## src/rtl/core/ffha_pkg.sv

```systemverilog
// ----------------------------------------------------------------------------
// First-fit heap allocator package
// Shared types and codes for controller, datapath and top level.
// ----------------------------------------------------------------------------
`default_nettype none
package ffha_pkg;
	localparam int UNIT_SHIFT = 5;

	localparam logic [1:0] FUNC_ALLOC   = 2'd0;
	localparam logic [1:0] FUNC_RELEASE = 2'd1;
	localparam logic [1:0] FUNC_REPORT  = 2'd2;

	localparam logic [1:0] ST_OK     = 2'd0;
	localparam logic [1:0] ST_NO_FIT = 2'd1;
	localparam logic [1:0] ST_BAD    = 2'd2;

	// datapath operations issued by the controller
	typedef enum logic [3:0] {
		OP_NONE,
		OP_LOAD,
		OP_RD_CUR,
		OP_STEP,
		OP_ALLOC_WR,
		OP_SPLIT_WR,
		OP_REL_CHK,
		OP_RD_NEXT,
		OP_REL_WR,
		OP_RD_PREV,
		OP_MERGE_PREV,
		OP_CLEAR,
		OP_DONE
	} op_t;

	typedef struct packed {
		op_t  op;
		logic [1:0] st;
	} ctl_cmd_t;

	typedef struct packed {
		logic walk_end;   // current pointer out of arena or not a header
		logic fits;       // free and large enough
		logic need_split; // remainder is a new header
		logic req_zero;
		logic off_bad;    // release offset malformed
		logic tgt_bad;    // release target not a used header
		logic at_target;  // walk reached release target or end of list
		logic nxt_free;   // next neighbor is a free header
		logic has_prev;
		logic prev_free;
		logic clr_done;
	} ctl_sts_t;
endpackage
`default_nettype wire

```

## src/rtl/core/ffha_ctrl.sv

```systemverilog
// ----------------------------------------------------------------------------
// First-fit heap allocator controller
// Sequences reset clear, first-fit walk, release and report.
// ----------------------------------------------------------------------------
`default_nettype none
module ffha_ctrl
	import ffha_pkg::*;
(
	input  wire logic     clk,
	input  wire logic     arst_n,
	input  wire logic     start,
	input  wire logic [1:0] func,
	input  wire ctl_sts_t sts,
	output ctl_cmd_t      cmd,
	output logic          busy
);
	localparam logic [3:0] S_CLEAR  = 4'd0;
	localparam logic [3:0] S_INIT   = 4'd1;
	localparam logic [3:0] S_IDLE   = 4'd2;
	localparam logic [3:0] S_RD     = 4'd3;
	localparam logic [3:0] S_EVAL   = 4'd4;
	localparam logic [3:0] S_SPLIT  = 4'd5;
	localparam logic [3:0] S_RCHK   = 4'd6;
	localparam logic [3:0] S_RWALK  = 4'd7;
	localparam logic [3:0] S_RNEXT  = 4'd8;
	localparam logic [3:0] S_RNX2   = 4'd9;
	localparam logic [3:0] S_RFREE  = 4'd10;
	localparam logic [3:0] S_RPREV  = 4'd11;
	localparam logic [3:0] S_DONE   = 4'd12;
	localparam logic [3:0] S_ALW    = 4'd13;
	localparam logic [3:0] S_RCHK2  = 4'd14;
	localparam logic [3:0] S_RWRD   = 4'd15;

	logic [3:0] state_q, state_d;
	logic [1:0] func_q, st_q, st_d;

	assign busy = (state_q != S_IDLE);

	always_comb begin
		state_d = state_q;
		st_d    = st_q;
		cmd     = '{op: OP_NONE, st: st_q};
		case (state_q)
			S_CLEAR: begin
				cmd.op = OP_CLEAR;
				if (sts.clr_done) state_d = S_INIT;
			end
			S_INIT: begin
				cmd.op = OP_NONE;
				state_d = S_IDLE;
			end
			S_IDLE: begin
				if (start) begin
					cmd.op  = OP_LOAD;
					st_d    = ST_OK;
					state_d = S_RD;
				end
			end
			S_RD: begin
				cmd.op = OP_RD_CUR;
				case (func_q)
					FUNC_ALLOC: begin
						st_d = ST_BAD;
						state_d = sts.req_zero ? S_DONE : S_EVAL;
						if (!sts.req_zero) st_d = ST_OK;
					end
					FUNC_REPORT: state_d = S_EVAL;
					FUNC_RELEASE: state_d = S_RCHK;
					default: begin
						st_d = ST_BAD;
						state_d = S_DONE;
					end
				endcase
			end
			S_EVAL: begin
				if (sts.walk_end) begin
					if (func_q == FUNC_ALLOC) st_d = ST_NO_FIT;
					state_d = S_DONE;
				end else if (func_q == FUNC_ALLOC && sts.fits) begin
					cmd.op  = OP_ALLOC_WR;
					state_d = S_ALW;
				end else begin
					cmd.op  = OP_STEP;
					state_d = S_RD;
				end
			end
			S_ALW: begin
				if (sts.need_split) cmd.op = OP_SPLIT_WR;
				state_d = S_DONE;
			end
			S_RCHK: begin
				if (sts.off_bad) begin
					st_d = ST_BAD;
					state_d = S_DONE;
				end else begin
					cmd.op  = OP_REL_CHK;
					state_d = S_RCHK2;
				end
			end
			S_RCHK2: begin
				cmd.op = OP_REL_CHK;
				if (sts.tgt_bad) begin
					st_d = ST_BAD;
					state_d = S_DONE;
				end else begin
					state_d = S_RWRD;
				end
			end
			S_RWRD: begin
				cmd.op = OP_RD_CUR;
				state_d = S_RWALK;
			end
			S_RWALK: begin
				if (sts.at_target) begin
					cmd.op = OP_REL_WR;
					state_d = S_RNEXT;
				end else begin
					cmd.op = OP_STEP;
					state_d = S_RWRD;
				end
			end
			S_RNEXT: begin
				cmd.op = OP_RD_NEXT;
				state_d = S_RNX2;
			end
			S_RNX2: begin
				cmd.op = OP_RD_PREV;
				state_d = S_RFREE;
			end
			S_RFREE: begin
				if (sts.has_prev && sts.prev_free) cmd.op = OP_MERGE_PREV;
				state_d = S_DONE;
			end
			S_DONE: begin
				cmd.op  = OP_DONE;
				state_d = S_IDLE;
			end
			default: state_d = S_IDLE;
		endcase
	end

	always_ff @(posedge clk or negedge arst_n) begin
		if (!arst_n) begin
			state_q <= S_CLEAR;
			st_q    <= ST_OK;
			func_q  <= FUNC_ALLOC;
		end else begin
			state_q <= state_d;
			st_q    <= st_d;
			if (state_q == S_IDLE && start) func_q <= func;
		end
	end
endmodule
`default_nettype wire

```

## config.mk

```make
export PLATFORM = sky130hd
export DESIGN_NAME = ffha_ctrl
export DESIGN_NICKNAME = d
export VERILOG_FILES = /design/src/rtl/core/ffha_pkg.sv /design/src/rtl/core/ffha_ctrl.sv
export SDC_FILE = /design/constraint.sdc
export NUM_CORES = 1
export LEC_CHECK = 0
export BUFFER_PORTS_ARGS = -buffer_cell sky130_fd_sc_hd__clkbuf_2
export CORE_MARGIN = 8
export CORE_UTILIZATION = 25
export CTS_BUF_LIST = sky130_fd_sc_hd__clkbuf_8
export DETAILED_ROUTE_END_ITERATION = 10
export PLACE_DENSITY = 0.52
export REMOVE_ABC_BUFFERS = 1
export SYNTH_ARGS = -nofsm -noshare
export SYNTH_HDL_FRONTEND = slang
export SYNTH_SLANG_ARGS = --single-unit
export TNS_END_PERCENT = 100
```

## constraint.sdc

```tcl
create_clock -name clk -period 1.5 [get_ports clk]
set_input_delay 0.3 -clock clk [delete_from_list [all_inputs] [get_ports clk]]
set_output_delay 0.3 -clock clk [all_outputs]
set_load 0.05 [all_outputs]
```

==> results of run 1 <==
-- worst max-delay path by stage --
stage | from | to | slack, ns | cells past startpoint
global route | state_q[1]$_DFFE_PN0P_ | cmd[2] | -0.53 | 5
finish | state_q[1]$_DFFE_PN0P_ | cmd[2] | -0.49 | 5
CTS | state_q[0]$_DFFE_PN0P_ | cmd[3] | -0.51 | 5
floorplan | state_q[1]$_DFFE_PN0P_ | cmd[2] | -0.96 | 4
global placement | state_q[2]$_DFFE_PN0P_ | cmd[3] | -0.31 | 6
detailed placement | state_q[2]$_DFFE_PN0P_ | cmd[3] | -0.33 | 6
-- cells in the final DEF, fill, tap and decap left out, types with 2 or more instances in the layout --
master,instances
a21oi_1,9
a21oi_2,2
a21oi_4,2
a31o_1,2
a31oi_1,3
buf_12,4
buf_4,20
buf_6,7
clkbuf_2,16
clkbuf_8,3
dfrtp_1,7
inv_1,2
inv_2,2
mux2_4,4
nand2_1,8
nand2b_1,7
nand4_1,2
nor2_1,3
nor2b_1,5
nor3b_1,2
o21ai_0,3
o22ai_1,2
o32ai_2,2
or3_1,2
-- critical path: stages (launching register included) --
cell and delay, ns:
dfrtp_1 0.36, or4_4 0.55, a21oi_4 0.16, a21oi_2 0.05, a21oi_2 0.18, buf_12 0.16
-- stage by stage --
step           util, %  area, um2
2_1_floorplan        -        828
3_3_place_gp      36.6       1230
3_5_place_dp      36.6       1230
4_1_cts           43.0       1450
5_1_grt           44.6       1500
6_report          44.6       1500
-- cells by family (layout without fill, tap and decap cells) --
kind of cell	count (synthesis)	count (layout)
AND/OR/NAND/NOR	45	45
AO/OA/AOI/OAI	39	39
buffers and inverters	14	57
flip-flops	8	8
multiplexers	5	5
adder cells (fa/ha/maj)	2	2
-- power groups by stage --
stage / Sequential, mW / Clock (mW) / Combinational [mW]
after floorplan: 0.654 / 0 / 1.33
after global placement: 0.416 / 0 / 2.78
after detailed placement: 0.420 / 0 / 2.80
after CTS: 0.407 / 0.258 / 3.32
after global routing: 0.414 / 0.268 / 3.68
final: 0.406 / 0.248 / 3.47
-- routing by layer --
metal	up-vias	share of wire (%)	GRT usage, %
met5	-	0	0
met4	0	1.1	1.71
met3	4	6.1	3.82
met2	26	49	19.9
met1	516	44	12.5
li1	511	-	-
-- repair_timing --
item | CTS | global route
setup endpoints to repair | 11 | 12
pin swaps | 8 | 4
setup buffers | 5 | 0
resized for setup | 34 | 11
hold buffers | 1 | 0
hold endpoints to repair | 8 | 0
-- flip-flops by register name, indices dropped and copies added (netlist names) --
name / flops
st_q: 2
func_q: 2
state_q: 4
-- area by class of cell --
cell class	instances	share of cell area, %
inverter	5	1.42
sequential	8	13.4
tap	46	3.84
multi-input combinational	91	50.3
clock buffer	3	2.75
timing repair buffer	49	28.3
==> results by stage, run 1 <==
Logic synthesis:
- Summed over its instances, the top area cell type makes up 22.6% of the synthesized netlist area.
- In this run the cell area of the synthesized design comes to 886 um2.
- The synthesized-area fraction occupied by ao, oa, aoi and oai cells is 29.8%.
- Summing the areas of all fa, ha and maj instances in the mapped netlist gives 2.82% of the synthesized area.
- In the synthesized netlist, mux cells make up approximately 6.2% of the area.
- The most instantiated flip-flop cell in the synthesis netlist is dfrtp_1.
- Yosys mapped the design onto 49 distinct sky130hd cell types.
- The main combinational cell family by area after synthesis is simple AND/OR/NAND/NOR gates.
- The number of warnings reported in the yosys synthesis log is 0.
- The basic-gate share of the synthesized area counting and, or, nand and nor cells is 29.9%.
- Sorting the synthesized cells by how often they occur yields a21oi_1 (12), nand2_1 (10), dfrtp_1 (8).
- The cell count after synthesis came out at roughly 110.
- The synthesized area divided by synthesized cell count is approximately 7.8 um2.
- After synthesis, the cell types taking the most area are dfrtp_1 (23%), a21oi_1 (6.8%), mux2_1 (5.1%).
- The share of the synthesized netlist area taken by xor and xnor gates is 0%.
- After synthesis, the share of flip-flops with an asynchronous set or reset is 100%.
- Among all cell types in the netlist, the one instantiated most often is a21oi_1.
- The number of register bits inferred by synthesis is 8.
- The library cell with the largest summed area after synthesis is dfrtp_1.
- The number of synthesized flops with an enable pin is 0.
- The register area share after synthesis is a little under a quarter.

Timing:
- The total count of max-transition violations in the final report came to 0.
- The final setup TNS is -3.12 ns.
- The worst-case hold slack is 0.320 ns.
- The final worst clock skew is about 0.0013 ns.
- The final critical path time including I/O delays and setup is 1.99 ns.
- The maximum clock frequency is 0.502 GHz.
- The normalized max-slew margin is 79.6%.
- Once routing completed, OpenROAD measured the worst setup slack at -0.492 ns.
- The transition at the pin with the smallest max-transition slack is between 0.3 and 0.4 ns.
- Setup repair after global routing could not meet its margin everywhere.
- The number of endpoints with negative hold slack in the final report is 0.
- The share of the clock period used by the worst path is 133%.
- The count of endpoints failing setup in the final report is 11.

Min path:
- The worst hold path begins at func[0].
- The worst hold path was traced through 2 stages.
- The type of the tightest min-delay check is in2reg.
- The hold-critical path endpoint is func_q[0]$_DFFE_PN0P_.

Global route:
- Summed over all layers, the global routing overflow is 0.
- The initial antenna violation count is 0.
- The total routing usage reported by global routing is between 10 and 15%.
- The first global-routing pass estimated 4.86 mm of wire.
- The via count of the first global-routing pass is roughly 1.1k.
- Entering global routing, the biggest net connects 24 pins.

Critical path:
- Along the worst path, the maximum fanout reaches 2.
- The signal arrival time at the worst endpoint is 1.69 ns.
- STA classifies the critical path startpoint as a register.
- The end of the worst register-to-register path is st_q[0]$_DFFE_PN0P_.
- The critical path capture point type is a primary output.
- The logic depth of the worst register-to-register path is 7.
- The category of the critical setup timing path is reg2out.
- The worst reg-to-reg setup slack is -0.29 ns.
- STA puts the critical path data required time at 1.20 ns.
- The source of the worst register-to-register timing path is func_q[0]$_DFFE_PN0P_.

CTS:
- After clock tree synthesis, the clock-pin slew on the worst setup and hold paths is 0.04 ns.
- CTS built an H-tree with a depth of 1.
- The total clock buffers created by CTS is 3.
- For this design, the sink count on the clock tree is 8.
- The cell sitting at the root of the clock tree is a clkbuf_8.
- For the worst-skew pair, the clock arrives at the later sink with an insertion delay of 0.22 ns.
- The clock tree from TritonCTS is yes.
- The worst-case clock buffer depth is 2.

Final layout:
- The number of inserted diodes is 0.
- Across the whole layout, storage elements account for 201 um2.
- At the end of the flow, the number of nets in the layout was 176.
- Of the cells placed in the final design, the portion with a size suffix greater than 1 is 51.3%.
- The layout has between 300 and 400 filler cells.
- The multi-input combinational cells in the finished layout cover a total of 753 um2.
- The final standard cell count with taps included and fillers excluded is 202.
- Compared with the post-synthesis result, the final layout area differs by 69.2%.

Floorplanning:
- The standard cell core area is ~3400 um2.
- The initial core utilization is roughly a quarter.
- The floorplan has 21 rows.
- Measured along the y axis, the die boundary spans 75.5 um.
- The floorplan die area is 5700 um2.
- From left edge to right edge, the die measures about 76 um.
- The number of top-level design ports is 23.

Detailed routing:
- The total number of vias is 1,057.
- Dividing the detail-routed via count by the number of cells gives between 5 and 6.
- The per-cell routed wire length is 15.1 um.
- After detailed routing, the total wire length is about 3.0 mm.
- The DRC violation count after routing is 0.
- The post-route antenna net violation count is 0.
- The first routing iteration left 44 violations.
- The first detailed-routing pass ran for 4 iterations.

Outcome:
- The run finished, with violations left.
- The final reports fail on setup timing.

Placement:
- The worst slack after detailed placement is -0.328 ns.
- The number of input and output port buffers inserted is 21.
- The placed instance count is 193.
- Detailed placement finished with a half-perimeter wire length of 2.15 mm.
- At the end of routability-driven placement, the weighted congestion stood at 0.836.

Pwr:
- The share of total power dissipated in combinational logic is 84.1%.
- The power after layout is 4.12 mW.
- The net switching power is 1.93 mW.
- Of the total power, the share spent switching nets is 46.9%.
- In this run, flip-flops and latches consume roughly a tenth of the power.
- Summed over all cells, the static leakage comes to approximately 0.65 nW.
- The cell-internal power is 2.19 mW.
- Per report_power, the clock group accounts for 6.0% of the total.
- The power density over the cells is 2750 nW/um2.
- Across the VDD grid, the largest voltage drop is 1300 uV.

Flow run:
- The reported max-cap violation count is 0.
Power figures use the tool's default switching activity.
==> inputs of run 2 (changes only) <==
==> constraint.sdc (replaced) <==
create_clock -name clk -period 1.8 [get_ports clk]
set_input_delay 0.36 -clock clk [delete_from_list [all_inputs] [get_ports clk]]
set_output_delay 0.36 -clock clk [all_outputs]
set_load 0.05 [all_outputs]
==> run 2 against run 1 <==
  * The flow still finishes with violations (setup timing)
  * Power is 27% lower
  * Critical path depth stayed put
  * Die area stayed put
  * Sequential share of layout area is 1.8 points higher
  * Worst hold slack better by 0.036 ns
  * Setup slack better by 0.23 ns
  * Sequential power is 11% lower
  * Register-to-register slack better by 0.37 ns
  * Cell area is 12% lower
  * Final cell count is 5.0% lower
  * Critical path type unchanged
  * Critical endpoint unchanged
  * Highest routed layer unchanged
==> results by stage, run 2 (synthesis gave the netlist of run 1 again) <==
Outcome:
- The flow ran to the end, but the final reports show violations.
- The final reports fail on setup timing.

Final layout:
- The number of flip-flops under the largest register name is 4.
- The final layout net count is approximately 170.
- For this run, the number of standard cells in the final layout without fillers is 192.
- The number of inserted diodes is 0.
- The count of filler cells inserted in the layout is 362.
- In the layout the commonest cells are clkbuf_2 (16), buf_4 (16), nand2_1 (10), a21oi_1 (10).
- Summing all non-filler instances in the final layout gives an area of 1320 um2.
- The area taken by flip-flops and latches is 201 um2.
- The proportion of layout cells with a drive suffix above 1 is 39.7%.
- In the final layout, the multi-input gates occupy just under 700 um2.
- The register with the highest flop count is state_q.
- The largest registers in the layout are state_q x4, func_q x2, st_q x2.
- The share of the core filled with cells is 39.3%.
- Relative to the synthesized area, the layout overhead comes to 49.2%.

Timing:
- For the finished layout, the period the worst path requires is 2.06 ns.
- The maximum clock frequency is 0.486 GHz.
- The final critical path takes up 114% of the cycle.
- Setup repair after global routing could not meet its margin everywhere.
- The minimum setup slack in the final design is -0.259 ns.
- The total count of max-transition violations in the final report came to 0.
- The number of endpoints with negative hold slack in the final report is 0.
- The normalized max-slew margin is 75.8%.
- Adding up every negative setup slack in the final design gives -0.814 ns.
- Setup violations remaining at the end of the flow were counted as 4.
- The final worst clock skew is 0.00320 ns.
- The transition at the pin with the smallest max-transition slack is 0.354 ns.

Critical path:
- The most repeated library cell on the critical path is a21oi_2.
- The category of the critical setup timing path is reg2out.
- Walking the worst path, the cells encountered are or4_4 -> a21oi_4 -> a21oi_2 -> a21oi_2 -> buf_12.
- For this run, the slowest stage of the critical path takes 0.53 ns.
- Data on the critical path is required at its endpoint by between 1 and 1.5 ns.
- For the worst setup path, the data arrival time is 1.70 ns.
- The worst reg-to-reg setup slack is 0.08 ns.
- The cell with the biggest individual delay on the critical path is or4_4.
- The critical path capture point type is a primary output.
- Counting both buffers and inverters, the worst setup path holds a total of 1.
- The family of cells with the greatest summed delay on the critical path is simple AND/OR/NAND/NOR gates.
- Along the worst path, the maximum fanout reaches 2.
- The nature of the critical path startpoint is a register.

Floorplanning:
- The vertical die dimension is 75.5 um.
- In this run the horizontal extent of the chip is between 70 and 80 um.
- The total area inside the core boundary comes to about 3400 um2.
- For this configuration, the core starts out at a cell density of 26.3%.
- The placement row count is 21.
- The number of top-level design ports is 23.
- The die covers around 5700 um2.

CTS:
- CTS built an H-tree with a depth of 1.
- The tree is rooted in a clkbuf_8.
- The worst-case clock buffer depth is 2.
- The clock net in this run drives a total of 8 sinks.
- The clock-pin slew reported for the worst setup and hold paths after clock tree synthesis is roughly 0.04 ns.
- The clock tree from TritonCTS is yes.
- After clock tree synthesis, the setup repair step added 0 buffers.
- The later pin in the worst-skew pair is clocked with a latency of 0.22 ns.
- Clock tree synthesis inserted a total of 3 buffers.

Placement:
- The total cell area at the placement stage is 1190 um2.
- The congestion estimate from routability-driven global placement came to 0.807.
- Detailed placement ended at an HPWL of 2.09 mm.
- Buffers placed on the I/O ports in this run total 21.
- Once placement completed, the tool counted placed cells totaling 189.
- The worst slack after detailed placement is -0.106 ns.

Global route:
- The via count of the first global-routing pass is between 900 and 1k.
- The initial antenna violation count came to 0.
- The largest net degree at the start of global routing is 24.
- The wire length of the first global-routing pass is around 4.5 mm.
- Global routing consumed, on the met2 layer, about 17% of the routing resources.
- The layer with the highest usage is met2.
- Global routing used 10.1% of the available tracks.
- The met3 capacity usage during global routing is 2.37%.
- The overflow left after global routing is 0.
- The met1 track utilization from global routing is 12.6%.

Detailed routing:
- In the final routed layout, each cell accounts on average for ~14 um.
- In this run the remaining antenna-violating nets after routing total 0.
- The violation count after the first detailed-route iteration is 66.
- Wires add up to 2.73 mm.
- After detailed routing, the number of remaining DRC violations is 0.
- The total number of vias is 990.
- The post-detailed-route via-to-cell ratio is approximately 5.2.
- The pre-antenna-repair detailed-routing pass consisted of 4 iterations.

Pwr:
- In this run, the combinational gates consume 81.3% of the power.
- Dividing total power by cell area gives a power density of 2280 nW/um2.
- The analysis attributes to cell leakage a power of 0.556 nW.
- The cell-internal power is 1.55 mW.
- The clock power share is 6.7%.
- In this run switching power makes up 48.6% of total power.
- The share of total power dissipated in sequential elements is around an eighth.
- Across the VDD grid, the largest voltage drop is 826 uV.
- The net switching power is 1.47 mW.

Min path:
- The type of the tightest min-delay check is in2reg.

Flow run:
- The reported max-cap violation count is 0.
==> run 2: cell count changes in the layout (fill, tap and decap cells not counted), sizes merged <==
cell    previous run  this run
clkbuf            20        21
buf               31        20
==> run 2: metrics by stage <==
stage / power, mW / hold WS (ns)
floorplan: 1.65 / 0.0644
global placement: 2.59 / 0.209
detailed placement: 2.61 / 0.214
CTS: 3.00 / 0.355
global route: 3.24 / 0.354
finish: 3.01 / 0.356
==> run 2: path summary, 6_finish.rpt <==
check | start | to | depth (start not counted)
setup / recovery | state_q[1]$_DFFE_PN0P_ | cmd[2] | 5
hold / removal | func[1] | func_q[1]$_DFFE_PN0P_ | 2
setup reg to reg | func_q[1]$_DFFE_PN0P_ | st_q[1]$_DFFE_PN0P_ | 6
hold reg to reg | st_q[0]$_DFFE_PN0P_ | st_q[0]$_DFFE_PN0P_ | 1
max in group asynchronous | arst_n | state_q[2]$_DFFE_PN0P_ | 2
min in group asynchronous | arst_n | st_q[1]$_DFFE_PN0P_ | 2
==> run 2: per-layer routing <==
layer  share of wire [%]  routed length (um)
met5                   0                   0
met4                0.70                  19
met3                 5.2                 143
met1                  43                1180
met2                  51                1380
==> run 2: layout make-up <==
class	count	area share (%)
well taps	46	4.36
repair buffers	39	24.1
flip-flops and latches	8	15.2
clock buffers	3	3.12
inverters	5	1.61
multi-input cells	91	51.6
==> run 2: what timing repair did <==
action / in CTS / in global routing
hold endpoints to repair: 8 / 0
cloned: 0 / 0
hold buffers: 1 / 0
setup endpoints to repair: 7 / 8
gates resized for setup: 15 / 7
pin swaps: 5 / 5
==> run 2: power groups by stage <==
stage | Clock, mW | Sequential [mW] | Combinational, mW
3_3_place_gp | 0 | 0.348 | 2.24
5_1_grt | 0.220 | 0.377 | 2.64
2_1_floorplan | 0 | 0.545 | 1.11
4_1_cts | 0.209 | 0.361 | 2.43
6_report | 0.203 | 0.361 | 2.45
3_5_place_dp | 0 | 0.353 | 2.26
==> inputs of run 3 (changes only) <==
--- a/config.mk
+++ b/config.mk
@@ -5,12 +5,12 @@
 export SDC_FILE = /design/constraint.sdc
 export NUM_CORES = 1
 export LEC_CHECK = 0
-export BUFFER_PORTS_ARGS = -buffer_cell sky130_fd_sc_hd__clkbuf_2
 export CORE_MARGIN = 8
-export CORE_UTILIZATION = 25
+export CORE_UTILIZATION = 43
 export CTS_BUF_LIST = sky130_fd_sc_hd__clkbuf_8
 export DETAILED_ROUTE_END_ITERATION = 10
-export PLACE_DENSITY = 0.52
+export DONT_BUFFER_PORTS = 1
+export PLACE_DENSITY = 0.67
 export REMOVE_ABC_BUFFERS = 1
 export SYNTH_ARGS = -nofsm -noshare
 export SYNTH_HDL_FRONTEND = slang
==> run 3 against run 2 <==
  * The run still ends with setup timing left
  * Sequential power increased by 12%
  * Cell area is 12% lower
  * Core utilization is 20 points higher
  * Worst hold slack got worse by 0.088 ns
  * First-iteration DRC count down 29%
  * Clock power up 7%
  * Critical path depth unchanged
  * Setup slack better by 0.021 ns
  * Power decreased by 6.3%
  * Critical path type unchanged
  * Largest cell class unchanged
  * Highest routed layer unchanged
==> results by stage, run 3 (synthesis gave the netlist of run 1 again) <==
Critical path:
- The setup path with the least slack is of type reg2out.
- The highest cell delay on the worst timing path is 0.54 ns.
- The end of the worst register-to-register path is st_q[1]$_DFFE_PN0P_.
- The worst reg-to-reg setup slack is 0.04 ns.
- The nature of the critical path startpoint is a register.
- The logic depth of the worst register-to-register path is 5.
- The cell with the biggest individual delay on the critical path is or4_4.
- The first element of the critical path is state_q[1]$_DFFE_PN0P_.
- The critical path capture point type is a primary output.
- The largest fanout of any net on the critical path is 2.
- The startpoint identified for the worst register-to-register timing path is state_q[2]$_DFFE_PN0P_.
- STA puts the critical path data arrival time at 1.68 ns.
- The signal on the critical path passes through or4_4 -> a21oi_4 -> a21oi_2 -> a21oi_1 -> buf_4.
- For the worst setup path, the data required time is around 1.4 ns.

Pwr:
- The proportion of power drawn by flip-flops and latches is 14.3%.
- In this run, the combinational gates consume between 70% and 80% of the power.
- For this design the static power due to leakage is 0.483 nW.
- Total power for the finished layout comes to 2.82 mW.
- The fraction of power spent switching nets is 50.0%.
- The clock network accounts for under 10% of the total power.
- The power density over the cells is 2420 nW/um2.
- IR analysis of the VDD net gives a maximum drop of 1410 uV.
- The cell-internal power is around 1.4 mW.
- The analysis attributes to net switching a power of 1.41 mW.

Detailed routing:
- The pre-antenna-repair detailed-routing pass consisted of 4 iterations.
- The violation count after the first detailed-route iteration is 47.
- The total number of vias is approximately 960.
- The wire length reported by the detailed router is 2.71 mm.
- The post-detailed-route via-to-cell ratio is 6.05.
- The DRC violation count after routing is 0.
- In the final routed layout, each cell accounts on average for 17.1 um.
- The post-route antenna net violation count is 0.

Global route:
- The largest net degree at the start of global routing is 23.
- The overflow left after global routing is 0.
- The via count of the first global-routing pass is 890.
- The total routing usage reported by global routing is ~15%.
- The initial antenna violation count was 0.
- The wire length of the first global-routing pass is between 4 and 5 mm.

Placement:
- The congestion estimate from routability-driven global placement came to slightly below 0.9.
- The worst slack after detailed placement is -0.0236 ns.
- The HPWL after detailed placement is 1.97 mm.
- After detailed placement, the design holds a cell count of about 150.
- The number of input and output port buffers inserted is 0.
- The total cell area at the placement stage is 1060 um2.

Timing:
- The count of endpoints failing setup in the final report is 4.
- The clock arrives with 0.00340 ns of skew.
- Setup slack on the critical path of the routed design comes to -0.239 ns.
- For the pin with the worst max-slew slack, the measured transition is 0.471 ns.
- The worst path uses 113% of the clock period.
- The final setup TNS is -0.768 ns.
- The worst-case hold slack is 0.269 ns.
- The final critical path time including I/O delays and setup is 2.04 ns.
- Headroom to the max-slew limit came out at approximately 69%.
- The total count of max-transition violations in the final report is 0.
- Setup repair after global routing could not meet its margin everywhere.
- Derived from the worst setup path, the maximum achievable clock frequency is roughly 0.5 GHz.
- The number of endpoints with negative hold slack in the final report is 0.

Final layout:
- The area growth from synthesis to layout is 31.9%.
- The register with the most flip-flops in the layout has 4 of them.
- The final standard cell count with taps included and fillers excluded is 158.
- In the layout the commonest cells are buf_4 (19), a21oi_1 (11), nand2_1 (10).
- The largest registers in the layout are state_q x4, func_q x2, st_q x2.
- The proportion of layout cells with a drive suffix above 1 is 29.0%.
- Counting flops per register, the top entry is state_q.
- The net count of the finished layout is 151.
- The share of the core filled with cells is between 50% and 60%.
- The most frequent standard cell in the layout excluding fill and tap cells is buf_4.
- The number of inserted diodes is 0.
- The final design area excluding fillers is 1170 um2.

Min path:
- The startpoint identified for the worst hold timing path is func[1].
- The hold-critical path endpoint is func_q[1]$_DFFE_PN0P_.
- The type of the tightest min-delay check is in2reg.
- Counting instances, the worst hold path has a depth of 1.

Floorplanning:
- The floorplan has 16 rows.
- From left edge to right edge, the die measures 61.4 um.
- The floorplan die area is 3770 um2.
- From bottom edge to top edge, the die measures 61.4 um.
- The number of top-level design ports is 23.
- The standard cell core area is between 1500 and 2000 um2.
- The initial core utilization is 45.2%.

CTS:
- The clock tree from TritonCTS is yes.
- The tree is rooted in a clkbuf_8.
- CTS built an H-tree with a depth of 1.
- The worst-case clock buffer depth is 2.
- In this run, CTS created clock tree buffers numbering 3.
- Clock-pin slew was measured on the worst setup and hold paths at 0.04 ns.
- The clock reaches the later pin of the worst-skew pair after about 0.23 ns.
- The number of clock sinks is 8.

Outcome:
- The checks that failed: setup timing.
- The run finished, with violations left.

Flow run:
- The tool flagged a number of max-cap violations equal to 0.
## run 3: critical path: cells and delay by family (launching register included)
kind,cells,cell delay [ns]
simple gates,1,0.54
flops,1,0.37
compound gates,3,0.33
buf+inv,1,0.21
## run 3: per-layer routing
metal | wire length, um | GRT usage, % | share of wire, %
met4 | 8 | 7.79 | 0.30
met1 | 1220 | 19.0 | 45
met5 | 0 | 0 | 0
met2 | 1250 | 22.2 | 46
met3 | 235 | 3.55 | 8.7
## run 3: layout make-up
class | count | area, um2
clock buffers | 3 | 41.3
multi-input cells | 91 | 656
inverters | 5 | 18.8
fillers | 197 | 793
repair buffers | 24 | 218
flip-flops and latches | 8 | 201
well taps | 27 | 33.8
## run 3: power groups by stage
stage / sequential [mW] / combinational (mW) / clock [mW]
floorplan: 0.545 / 1.11 / 0
CTS: 0.418 / 2.07 / 0.222
detailed placement: 0.416 / 2.03 / 0
global placement: 0.411 / 1.99 / 0
finish: 0.403 / 2.20 / 0.218
global route: 0.414 / 2.37 / 0.235
## run 3: how the worst max path moves through the flow
stage / depth (start not counted) / endpoint
after floorplan: 4 / cmd[2]
after global placement: 5 / cmd[2]
after detailed placement: 5 / cmd[2]
after CTS: 5 / cmd[3]
after global routing: 6 / cmd[5]
final: 5 / cmd[2]
## run 3: repair_timing
action / CTS / global route
pin swaps: 3 / 2
hold buffers: 1 / 0
setup buffers: 0 / 2
endpoints found under the hold margin: 8 / 0
setup endpoints to repair: 5 / 8
gates resized for setup: 4 / 7
